<file path="config.mk">
export PLATFORM = sky130hd
export DESIGN_NAME = x86_mov_instruction_decoder_top
export DESIGN_NICKNAME = d
export VERILOG_FILES = /design/src/hdl/xmid_pkg.sv /design/src/hdl/xmid_step.sv /design/src/hdl/x86_mov_instruction_decoder_top.sv
export SDC_FILE = /design/constraint.sdc
export NUM_CORES = 1
export LEC_CHECK = 0
export ABC_CLOCK_PERIOD_IN_PS = 9740
export BUFFER_PORTS_ARGS = -buffer_cell sky130_fd_sc_hd__buf_2
export CORE_ASPECT_RATIO = 2
export CORE_MARGIN = 8
export CORE_UTILIZATION = 64
export CTS_CLUSTER_DIAMETER = 50
export DETAILED_ROUTE_END_ITERATION = 12
export PLACE_DENSITY = 0.88
export SYNTH_ARGS = -nofsm -noshare
export SYNTH_HDL_FRONTEND = slang
export SYNTH_HIERARCHICAL = 1
export SYNTH_SLANG_ARGS = --single-unit
</file>
<file path="constraint.sdc">
create_clock -name clock -period 9.74 [get_ports clock]
set_input_delay 0.487 -clock clock [delete_from_list [all_inputs] [get_ports clock]]
set_output_delay 0.487 -clock clock [all_outputs]
set_load 0.03 [all_outputs]
</file>
<file path="src/hdl/xmid_pkg.sv">
// shared types, opcode constants and helpers for the x86 mov decoder
// no dependencies; imported by xmid_step, x86_mov_instruction_decoder_top and tb_top

package xmid_pkg;

   localparam int MAX_INSTR_BYTES_DEF = 15;

   localparam logic [7:0] OPC_ESCAPE   = 8'h0f;
   localparam logic [7:0] OPC_MOV_LO   = 8'h88;
   localparam logic [7:0] OPC_MOV_HI   = 8'h8c;
   localparam logic [7:0] OPC_MOV_IMM8 = 8'hc6;
   localparam logic [7:0] OPC_MOV_IMM  = 8'hc7;
   localparam logic [7:0] OPC_MOVQ     = 8'h6f;

   localparam logic [7:0] PFX_ES    = 8'h26;
   localparam logic [7:0] PFX_CS    = 8'h2e;
   localparam logic [7:0] PFX_SS    = 8'h36;
   localparam logic [7:0] PFX_DS    = 8'h3e;
   localparam logic [7:0] PFX_FS    = 8'h64;
   localparam logic [7:0] PFX_GS    = 8'h65;
   localparam logic [7:0] PFX_OPSZ  = 8'h66;
   localparam logic [7:0] PFX_ADSZ  = 8'h67;

   localparam logic [7:0] MODRM_REG_MASK = 8'b0011_1000;

   localparam logic [2:0] ST_OK        = 3'd0;
   localparam logic [2:0] ST_INVALID   = 3'd1;
   localparam logic [2:0] ST_NO_OPCODE = 3'd2;
   localparam logic [2:0] ST_TRUNCATED = 3'd3;
   localparam logic [2:0] ST_TOO_LONG  = 3'd4;

   localparam logic [2:0] SIZE_BYTE  = 3'd1;
   localparam logic [2:0] SIZE_WORD  = 3'd2;
   localparam logic [2:0] SIZE_DWORD = 3'd4;

   localparam logic [2:0] IMM_CNT_MAX = 3'd7;

   localparam int RSP_DATA_W = 48;

   typedef enum logic [1:0] {
      PH_PREFIX,
      PH_ESC,
      PH_MODRM,
      PH_TAIL
   } phase_type;

   typedef struct packed {
      phase_type   phase;
      logic        size16_seen;
      logic        escaped;
      logic [7:0]  opcode_held;
      logic [2:0]  reg_field;
      logic [31:0] tail_bytes;
      logic [2:0]  imm_count;
      logic [2:0]  error_code;
   } dec_state_type;

   localparam dec_state_type DEC_STATE_RESET = '{
      phase:       PH_PREFIX,
      size16_seen: 1'b0,
      escaped:     1'b0,
      opcode_held: 8'h00,
      reg_field:   3'd0,
      tail_bytes:  32'h0,
      imm_count:   3'd0,
      error_code:  ST_OK
   };

   typedef struct packed {
      logic [2:0]  status;
      logic [2:0]  operand_bytes;
      logic [31:0] immediate_value;
      logic [2:0]  register_number;
      logic        uses_register;
      logic        op_class;
   } dec_result_type;

   function automatic logic is_legacy_prefix(input logic [7:0] b);
      return b == PFX_ES || b == PFX_CS || b == PFX_SS || b == PFX_DS ||
             b == PFX_FS || b == PFX_GS || b == PFX_OPSZ || b == PFX_ADSZ;
   endfunction

   function automatic logic is_mov_opcode(input logic [7:0] b);
      return (b >= OPC_MOV_LO && b <= OPC_MOV_HI) || b == OPC_MOV_IMM8 ||
             b == OPC_MOV_IMM;
   endfunction

endpackage

</file>
<file path="src/hdl/xmid_step.sv">
// one-byte decode step: next decoder state and the result for a final byte
// depends on xmid_pkg

module xmid_step #(
   parameter int MAX_INSTR_BYTES = xmid_pkg::MAX_INSTR_BYTES_DEF,
   parameter int CNT_W           = $clog2(MAX_INSTR_BYTES + 1)
) (
   input  xmid_pkg::dec_state_type  state_cur,
   input  logic [CNT_W-1:0]         count_cur,
   input  logic [7:0]               code_byte,
   output xmid_pkg::dec_state_type  state_nxt,
   output logic [CNT_W-1:0]         count_nxt,
   output xmid_pkg::dec_result_type result
);
   import xmid_pkg::*;

   logic       cnt_full;
   logic [2:0] err_pre;
   logic [2:0] size;
   logic       imm_form;
   logic [2:0] status;

   assign cnt_full  = count_cur >= CNT_W'(MAX_INSTR_BYTES);
   assign count_nxt = cnt_full ? count_cur : count_cur + CNT_W'(1);
   assign err_pre   = cnt_full ? ST_TOO_LONG : state_cur.error_code;

   always_comb begin
      // phase and error code
      state_nxt.phase      = state_cur.phase;
      state_nxt.error_code = err_pre;
      if (err_pre == ST_OK) begin
         unique case (state_cur.phase)
            PH_PREFIX: begin
               if (is_legacy_prefix(code_byte)) begin
                  state_nxt.phase = PH_PREFIX;
               end else if (code_byte == OPC_ESCAPE) begin
                  state_nxt.phase = PH_ESC;
               end else if (is_mov_opcode(code_byte)) begin
                  state_nxt.phase = PH_MODRM;
               end else begin
                  state_nxt.error_code = ST_INVALID;
               end
            end
            PH_ESC: begin
               if (code_byte == OPC_MOVQ) begin
                  state_nxt.phase = PH_MODRM;
               end else begin
                  state_nxt.error_code = ST_INVALID;
               end
            end
            PH_MODRM: state_nxt.phase = PH_TAIL;
            PH_TAIL:  state_nxt.phase = PH_TAIL;
            default:  state_nxt.phase = state_cur.phase;
         endcase
      end

      // data held across the instruction
      state_nxt.size16_seen = state_cur.size16_seen;
      state_nxt.escaped     = state_cur.escaped;
      state_nxt.opcode_held = state_cur.opcode_held;
      state_nxt.reg_field   = state_cur.reg_field;
      state_nxt.tail_bytes  = state_cur.tail_bytes;
      state_nxt.imm_count   = state_cur.imm_count;
      if (err_pre == ST_OK) begin
         unique case (state_cur.phase)
            PH_PREFIX: begin
               if (code_byte == PFX_OPSZ) begin
                  state_nxt.size16_seen = 1'b1;
               end
               if (code_byte == OPC_ESCAPE) begin
                  state_nxt.escaped = 1'b1;
               end else if (!is_legacy_prefix(code_byte)) begin
                  state_nxt.opcode_held = code_byte;
               end
            end
            PH_ESC: state_nxt.opcode_held = code_byte;
            PH_MODRM: begin
               state_nxt.reg_field = 3'((code_byte & MODRM_REG_MASK) >> 3);
               state_nxt.imm_count = 3'd0;
            end
            PH_TAIL: begin
               if (state_cur.imm_count < IMM_CNT_MAX) begin
                  state_nxt.imm_count = state_cur.imm_count + 3'd1;
               end
               // newest byte lands in the top lane
               state_nxt.tail_bytes = {code_byte, state_cur.tail_bytes[31:8]};
            end
            default: state_nxt.imm_count = state_cur.imm_count;
         endcase
      end
   end

   assign size = state_nxt.size16_seen     ? SIZE_WORD :
                 state_nxt.opcode_held[0]  ? SIZE_DWORD : SIZE_BYTE;
   assign imm_form = !state_nxt.escaped &&
                     (state_nxt.opcode_held == OPC_MOV_IMM8 ||
                      state_nxt.opcode_held == OPC_MOV_IMM);

   always_comb begin
      priority if (state_nxt.error_code != ST_OK) begin
         status = state_nxt.error_code;
      end else if (state_nxt.phase == PH_PREFIX) begin
         status = ST_NO_OPCODE;
      end else if (state_nxt.phase != PH_TAIL) begin
         status = ST_TRUNCATED;
      end else if (imm_form && state_nxt.imm_count < size) begin
         status = ST_TRUNCATED;
      end else begin
         status = ST_OK;
      end
   end

   always_comb begin
      result = '0;
      result.status = status;
      if (status == ST_OK) begin
         result.op_class      = state_nxt.escaped;
         result.operand_bytes = size;
         if (imm_form) begin
            unique case (size)
               SIZE_BYTE: result.immediate_value = {24'h0, state_nxt.tail_bytes[31:24]};
               SIZE_WORD: result.immediate_value = {16'h0, state_nxt.tail_bytes[31:16]};
               default:   result.immediate_value = state_nxt.tail_bytes;
            endcase
         end else begin
            result.uses_register   = 1'b1;
            result.register_number = state_nxt.reg_field;
         end
      end
   end

endmodule

</file>
<file path="src/hdl/x86_mov_instruction_decoder_top.sv">
// top level of the x86 mov decoder: byte stream in, one decoded result per instruction
// depends on xmid_pkg and xmid_step
//
// usage: instruction bytes enter on the req_ stream one word per cycle in fetch
// order while req_tready is high, req_tlast set on the final byte of the instruction.
// each byte updates the decoder state held in registers; the final byte also loads the
// result register, which drives the rsp_ stream. bytes without req_tlast give no word.
// latency: the result word is valid in the cycle after the final byte is taken.
// throughput: one byte per cycle unless stalled, set by the single state update between
// the state registers and the result register; instructions may follow back to back.
// the result register is a pipeline stage: req_tready is high while it is empty
// or being emptied, so a stalled rsp_tready holds the result and stops the
// input only once a result is waiting.
// reset clears the decoder state and the result valid flag; the block is ready
// in the first cycle after reset is released.
// rsp_tdata holds status, operand size, immediate or register number, and class.

module x86_mov_instruction_decoder_top #(
   parameter int MAX_INSTR_BYTES = xmid_pkg::MAX_INSTR_BYTES_DEF
) (
   input  logic                            clock,
   input  logic                            reset,
   input  logic                            req_tvalid,
   output logic                            req_tready,
   input  logic [7:0]                      req_tdata,  // [7:0] code_byte
   input  logic                            req_tlast,  // end_of_instr
   output logic                            rsp_tvalid,
   input  logic                            rsp_tready,
   // [0] op_class, [1] uses_register, [4:2] register_number,
   // [36:5] immediate_value, [39:37] operand_bytes, [42:40] status, [47:43] zero
   output logic [xmid_pkg::RSP_DATA_W-1:0] rsp_tdata
);
   import xmid_pkg::*;

   localparam int CNT_W = $clog2(MAX_INSTR_BYTES + 1);

   dec_state_type  state_ff, state_in, state_step;
   logic [CNT_W-1:0] count_ff, count_in, count_step;
   dec_result_type result_ff, result_in, result_step;
   logic           rsp_valid_ff, rsp_valid_in;
   logic           req_acc;

   xmid_step #(
      .MAX_INSTR_BYTES (MAX_INSTR_BYTES),
      .CNT_W           (CNT_W)
   ) u_step (
      .state_cur (state_ff),
      .count_cur (count_ff),
      .code_byte (req_tdata),
      .state_nxt (state_step),
      .count_nxt (count_step),
      .result    (result_step)
   );

   assign req_tready = !rsp_valid_ff || rsp_tready;
   assign req_acc    = req_tvalid && req_tready;

   always_comb begin
      state_in     = state_ff;
      count_in     = count_ff;
      result_in    = result_ff;
      rsp_valid_in = rsp_valid_ff && !rsp_tready;
      if (req_acc) begin
         if (req_tlast) begin
            // final byte: publish and start afresh
            state_in     = DEC_STATE_RESET;
            count_in     = '0;
            result_in    = result_step;
            rsp_valid_in = 1'b1;
         end else begin
            state_in = state_step;
            count_in = count_step;
         end
      end
   end

   always_ff @(posedge clock) begin
      if (reset) begin
         state_ff     <= DEC_STATE_RESET;
         count_ff     <= '0;
         rsp_valid_ff <= 1'b0;
      end else begin
         state_ff     <= state_in;
         count_ff     <= count_in;
         rsp_valid_ff <= rsp_valid_in;
      end
   end

   always_ff @(posedge clock) begin
      result_ff <= result_in;
   end

   assign rsp_tvalid = rsp_valid_ff;
   assign rsp_tdata  = {(RSP_DATA_W - $bits(dec_result_type))'(0), result_ff};

   // a final byte always yields a word in the next cycle
   a_last_gives_word : assert property (@(posedge clock) disable iff (reset)
      req_acc && req_tlast |=> rsp_tvalid)
      else $error("final byte gave no result word");

   // an error word carries nothing but its status
   a_error_fields_zero : assert property (@(posedge clock) disable iff (reset)
      rsp_tvalid && result_ff.status != ST_OK |->
         result_ff.operand_bytes == 3'd0 && result_ff.immediate_value == 32'h0 &&
         !result_ff.uses_register && !result_ff.op_class)
      else $error("error word has non-zero fields");

   // register form never reports an immediate
   a_reg_no_imm : assert property (@(posedge clock) disable iff (reset)
      rsp_tvalid && result_ff.uses_register |-> result_ff.immediate_value == 32'h0)
      else $error("register form with immediate");

   // byte counter saturates at the limit
   a_count_bound : assert property (@(posedge clock) disable iff (reset)
      count_ff <= CNT_W'(MAX_INSTR_BYTES))
      else $error("byte counter beyond limit");

endmodule

</file>
-- Yosys cells after proc, flatten, opt, wreduce, memory -nomap -nowiden
Index checks and enable logic that the tools add are counted.
- flip-flop bits (word level): 101
- logic and storage cells: 111
- output and inout bits: 50
- order comparisons: 5
- reductions and logical operators: 29
- bitwise operators: 1
- multiplexer cells: 37
- $add $sub $neg: 2
- eq/ne operators: 21
- operator list (cell ; number):
    32-bit case mux with 2 select lines ; 1
    53-bit two-way mux ; 1
    48-bit two-way mux ; 1
    8-bit by 7-bit == test with 1-bit output, second input constant ; 5
    3-bit two-way mux ; 13
    8-bit by 6-bit == test with 1-bit output, second input constant ; 4
    8-bit == test, second input constant ; 4
    32-bit two-way mux ; 1
    8-bit two-way mux ; 2
    8-bit case mux with 2 select lines ; 1
    2-bit two-way mux ; 7
    3-bit case mux with 2 select lines ; 2
    1-bit logical OR ; 11
    8-bit by 4-bit == test with 1-bit output, second input constant ; 1
    8-bit >= comparator, second input constant ; 1
    8-bit less-or-equal comparator, second input constant ; 1
    4-bit two-way mux ; 2
    3-bit logical NOT ; 2
    2-bit case mux with 3 select lines ; 1
    2-bit AND reduction ; 3
    1-bit logical AND ; 5
    1-bit two-way mux ; 5
    4-bit by 1-bit adder with 4-bit output, second input constant ; 1
    2-bit == test, second input constant ; 2
    other kinds (13) ; 18

-- Depth between registers and ports, before layout
- word-level depth: 23
- mapped depth: 15
- mapped depth without buffers: 13

-- Modules after synthesis
Netlist, hierarchy kept.
- modules (own cells, without submodules) (module ; cells an instance ; area an instance (µm²) ; instances):
    x86_mov_instruction_decoder_top ; 321 ; 4129.0 ; 1
    xmid_step ; 254 ; 1970.6 ; 1

-- Least setup slack after synthesis
OpenSTA, ideal clock, no wires.
- path kind: register to register
- from: register count_ff[0]
- to: register result_ff (netlist bit rsp_tdata[38]) (data pin)
- stages on the path, launching flop included: 14
- data required time: 9485 ps
- path slack: 6133 ps
- data arrival time: 3352 ps
- clock period less this slack: 3607 ps
- buffers on the path: 1
- cell sequence: dfxtp_1 -> ha_1 -> a311oi_4 -> o211a_4 -> nand3_1 -> a21oi_4 -> inv_2 -> buf_6 -> ha_1 -> or2_2 -> a311oi_1 -> a41oi_2 -> nand4b_1 -> and3_1
- word-level cells in the longest chain between the ends: 13
- elaborated cells on any way between the ends: 28
- those cells by class: 2 x order compare; 3 x eq/ne; 15 x mux; 8 x reduce/logical
- RTL lines (element ; line ; RTL):
    from (decl) ; x86_mov_instruction_decoder_top.sv:38 ; logic [CNT_W-1:0] count_ff, count_in, count_step;
    from (signal assigned) ; x86_mov_instruction_decoder_top.sv:84 ; count_ff <= count_in;
    4-bit >= comparator * ; xmid_step.sv:23 ; assign cnt_full = count_cur >= CNT_W'(MAX_INSTR_BYTES);
    3-bit two-way mux * ; xmid_step.sv:25 ; assign err_pre = cnt_full ? ST_TOO_LONG : state_cur.error_code;
    3-bit logical NOT ; xmid_step.sv:31, xmid_step.sv:64 ;
    48-bit two-way mux ; xmid_step.sv:64 ; if (err_pre == ST_OK) begin
    3-bit two-way mux (tied with other cells) ; xmid_step.sv:94 ; state_nxt.opcode_held[0] ? SIZE_DWORD : SIZE_BYTE;
    3-bit two-way mux or 1-bit logical OR (tied branches) ; xmid_step.sv:93, xmid_step.sv:96 ;
    3-bit less-than comparator or 1-bit logical AND (tied branches) ; xmid_step.sv:106, xmid_step.sv:95 ;
    1-bit logical AND ; xmid_step.sv:106 ; end else if (imm_form && state_nxt.imm_count < size) begin
    2-bit two-way mux ; xmid_step.sv:106 ;
    3-bit two-way mux ; xmid_step.sv:104 ; end else if (state_nxt.phase != PH_TAIL) begin
    3-bit two-way mux ; xmid_step.sv:102 ; end else if (state_nxt.phase == PH_PREFIX) begin
    3-bit two-way mux ; xmid_step.sv:100 ; priority if (state_nxt.error_code != ST_OK) begin
    3-bit logical NOT ; xmid_step.sv:116 ; if (status == ST_OK) begin
    to (signal assigned) ; x86_mov_instruction_decoder_top.sv:90 ; result_ff <= result_in;
    to (decl) ; x86_mov_instruction_decoder_top.sv:39 ; dec_result_type result_ff, result_in, result_step;
Every way passes the cells marked *; elsewhere a longest branch is shown, timed or not.
A chain may end at the register's enable or synchronous reset.

==> results.md <==
* Status: complete, no violations
* Ys async rst share at 0
* Post-CTS setup buffer count at 0
* Power share of the sequential group at 0.500
* Max clock buf depth at 2
* DP Area at approximately 6100 um^2
* Global-route wire length before repair at 25700 um
* Unrepaired setup endpoints after global routing: false
* H-tree Lvls at 3
* Mapped Cells at 575
* Avg WL per Cell at 23.5 um
* Setup TNS Final at 0 ns
* Netlist Area Pre-Place at 6100 um^2
* Post-Place Setup Slack at 5.33 ns
* Area contributors post-synth: edfxtp_1 21%, dfxtp_1 19%, nand4b_1 8.3%
* Gate power share at 0.104
* Initial Util at 0.654
* Die Span Y at 154 um
* Distinct cells, synth at 71
* WP data arrival at around 4.6 ns
* Fmax at 221 MHz
* Clock share of power at 0.396
* Int Pwr at approximately 670 uW
* # resized after CTS at 0
* Nets at roughly 610
* Post-synthesis sequential area ratio at 0.402
* Relative slew slack at 0.317
* Post-route ant nets at 0
* Post-synth EDFFs at 43
* Vias per std cell at 7.14
* Clk_lat worst skew at between 0.3 and 0.4 ns
* Area Growth Syn to Fin at 5.23%
* Tot GR Track Use at 0.251
* CP required at 9.85 ns
* Core box area at a little over 9000 um^2
* Worst-path clk slew at about 0.07 ns
* Top_reg_cell synth: dfxtp_1
* Crit start category: register
* Sw Share at 0.256
* Worst Tran Pin Value at 1.02 ns
* Detail Placement HPWL at 10900 um
* Tcrit/Tclk final at 0.464
* P_sw at ~230 uW
* Cts bufs inserted at 9
* Slew Limit Fails at 0
* Class of the worst hold path: reg2reg
* Power Dens Cells at 141 nW/um^2
* Maximum vdd drop at 0.118 mV
* Root buf cell: clkbuf_16
* Antenna violations before repair at 0
* Vias at 5005
* CTS tree: built
* Final Hold Viols at 0
* DIE AREA at 13100 um^2
* Post-layout power at 904 uW
* Final instance area at approximately 6400 um^2
* Hold WS at 0.458 ns
* Post-Route WL at 16400 um
* Largest net degree at the start of global routing at 61
* Fill count at ~700
* Die W at approximately 85 um
* Yosys top cell area share at 0.212
* Mean Syn Cell Area at 10.6 um^2
* Routability congestion estimate from global placement at roughly 0.96
* Congestion Overflow GR at 0
* Vias in the first global route at between 4000 and 5000
* Crit end category: register
* Non-Filler Instances at 701
* Final core occ at 0.689
* # hold bufs at CTS at 0
* Quantity of I/O buffers inserted on ports at 57
* Min Tclk post-route at 4.52 ns
* Pre-antenna DRT Iters at 5
* Sink Count at around 100
* Fin worst setup slack at 5.22 ns
* Post-route DRC at 0
* Final Skew at 0.00822 ns
* Number of diodes at 0
* Yosys reg bits at 101
* Num rows at 50
* Worst Path Max Fanout at 42
* Share of cells above drive strength 1 at 0.340
* Setup Crit Path Kind: reg2reg
* Synth top cells by count: 58 x dfxtp_1, 58 x nand4b_1, 43 x edfxtp_1, 39 x a21oi_1, 35 x o21ai_0
* 1st-iter DRT viols at 566
* Max Cap Viol at 0
* Endpoints failing setup at 0
* Placed cells at 685
* Synth Warn # at 6
* Synth area leader: edfxtp_1
* Num ports at 63
* LEAKAGE at 2.28 nW
[power groups by stage]
stage	Combinational, mW	Clock (mW)	Sequential (mW)
finish	0.0937	0.358	0.452
global route	0.0983	0.381	0.453
CTS	0.0923	0.359	0.452
detailed placement	0.0917	0	0.462
global placement	0.0901	0	0.461
floorplan	0.0636	0	0.474
[path summary, 6_finish.rpt]
| path | slack, ns | start | endpoint | cells past startpoint |
|---|---|---|---|---|
| max | 5.22 | count_ff[0] | rsp_tdata[5] | 12 |
| min | 0.46 | state_ff[9] | state_ff[9] | 2 |
| max reg2reg | 5.22 | count_ff[0] | rsp_tdata[5] | 12 |
| min reg2reg | 0.46 | state_ff[9] | state_ff[9] | 2 |
[worst max-delay path, stage by stage (launching register included)]
cell	delay, ns
dfxtp_1	0.34
ha_1	0.29
a311oi_4	0.52
nand2_2	0.67
inv_1	0.36
a32oi_1	0.08
o21ai_0	0.26
ha_1	0.21
or2_2	0.11
a311oi_1	0.04
a41oi_2	0.30
nand4_4	0.53
a2111oi_1	0.52
[registers in the layout (all words and copies together) (netlist names)]
| register | cells |
|---|---|
| count_ff | 4 |
| state_ff | 53 |
| rsp_tvalid | 1 |
| rsp_tdata | 43 |
[cell type report]
cell class / count / area (um^2) / share of cell area
clock buffers: 11 / 233 / 0.0363
clock inverters: 5 / 60.1 / 0.00936
flip-flops and latches: 101 / 2450 / 0.382
repair buffers: 61 / 315 / 0.0491
well taps: 104 / 130 / 0.0203
multi-input cells: 391 / 3120 / 0.486
inverters: 28 / 110 / 0.0172
[kinds of logic after synthesis]
group	after synthesis	share of synthesized area
XOR/XNOR	1	0.00144
AND/OR/NAND/NOR	152	0.193
other	1	0.000615
adder cells (fa/ha/maj)	4	0.00821
AO/OA/AOI/OAI	187	0.231
flip-flops	101	0.402
buffers and inverters	87	0.0899
multiplexers	42	0.0741
[placed cells by master, fill, tap and decap left out, types with 3 or more instances in the layout]
cell type  instances
nand4_1            3
edfxtp_1          43
nand2b_1           3
a211oi_1           9
o21ai_0           35
dfxtp_1           58
a21oi_2           30
buf_2             57
nor4_2            16
buf_4              4
ha_1               4
nand3_1            5
clkbuf_16          9
o21ai_2           30
nand4b_1          58
mux2i_1           17
nor2_1            12
nand2_1            7
inv_1             24
a2111oi_2          6
nor3_1            21
a22oi_1            9
nor3b_1            5
mux2_2            25
and3_1             4
o21a_1             3
a21oi_1           39
conb_1             5
[per-layer routing]
layer / global-route usage / routed length [um] / vias to the layer above
met3: 0.0427 / 720 / 46
met2: 0.456 / 8980 / 214
met4: 0.156 / 833 / 0
met1: 0.255 / 5910 / 2497
li1: - / - / 2248
met5: 0 / 0 / -
Power figures use the tool's default switching activity.
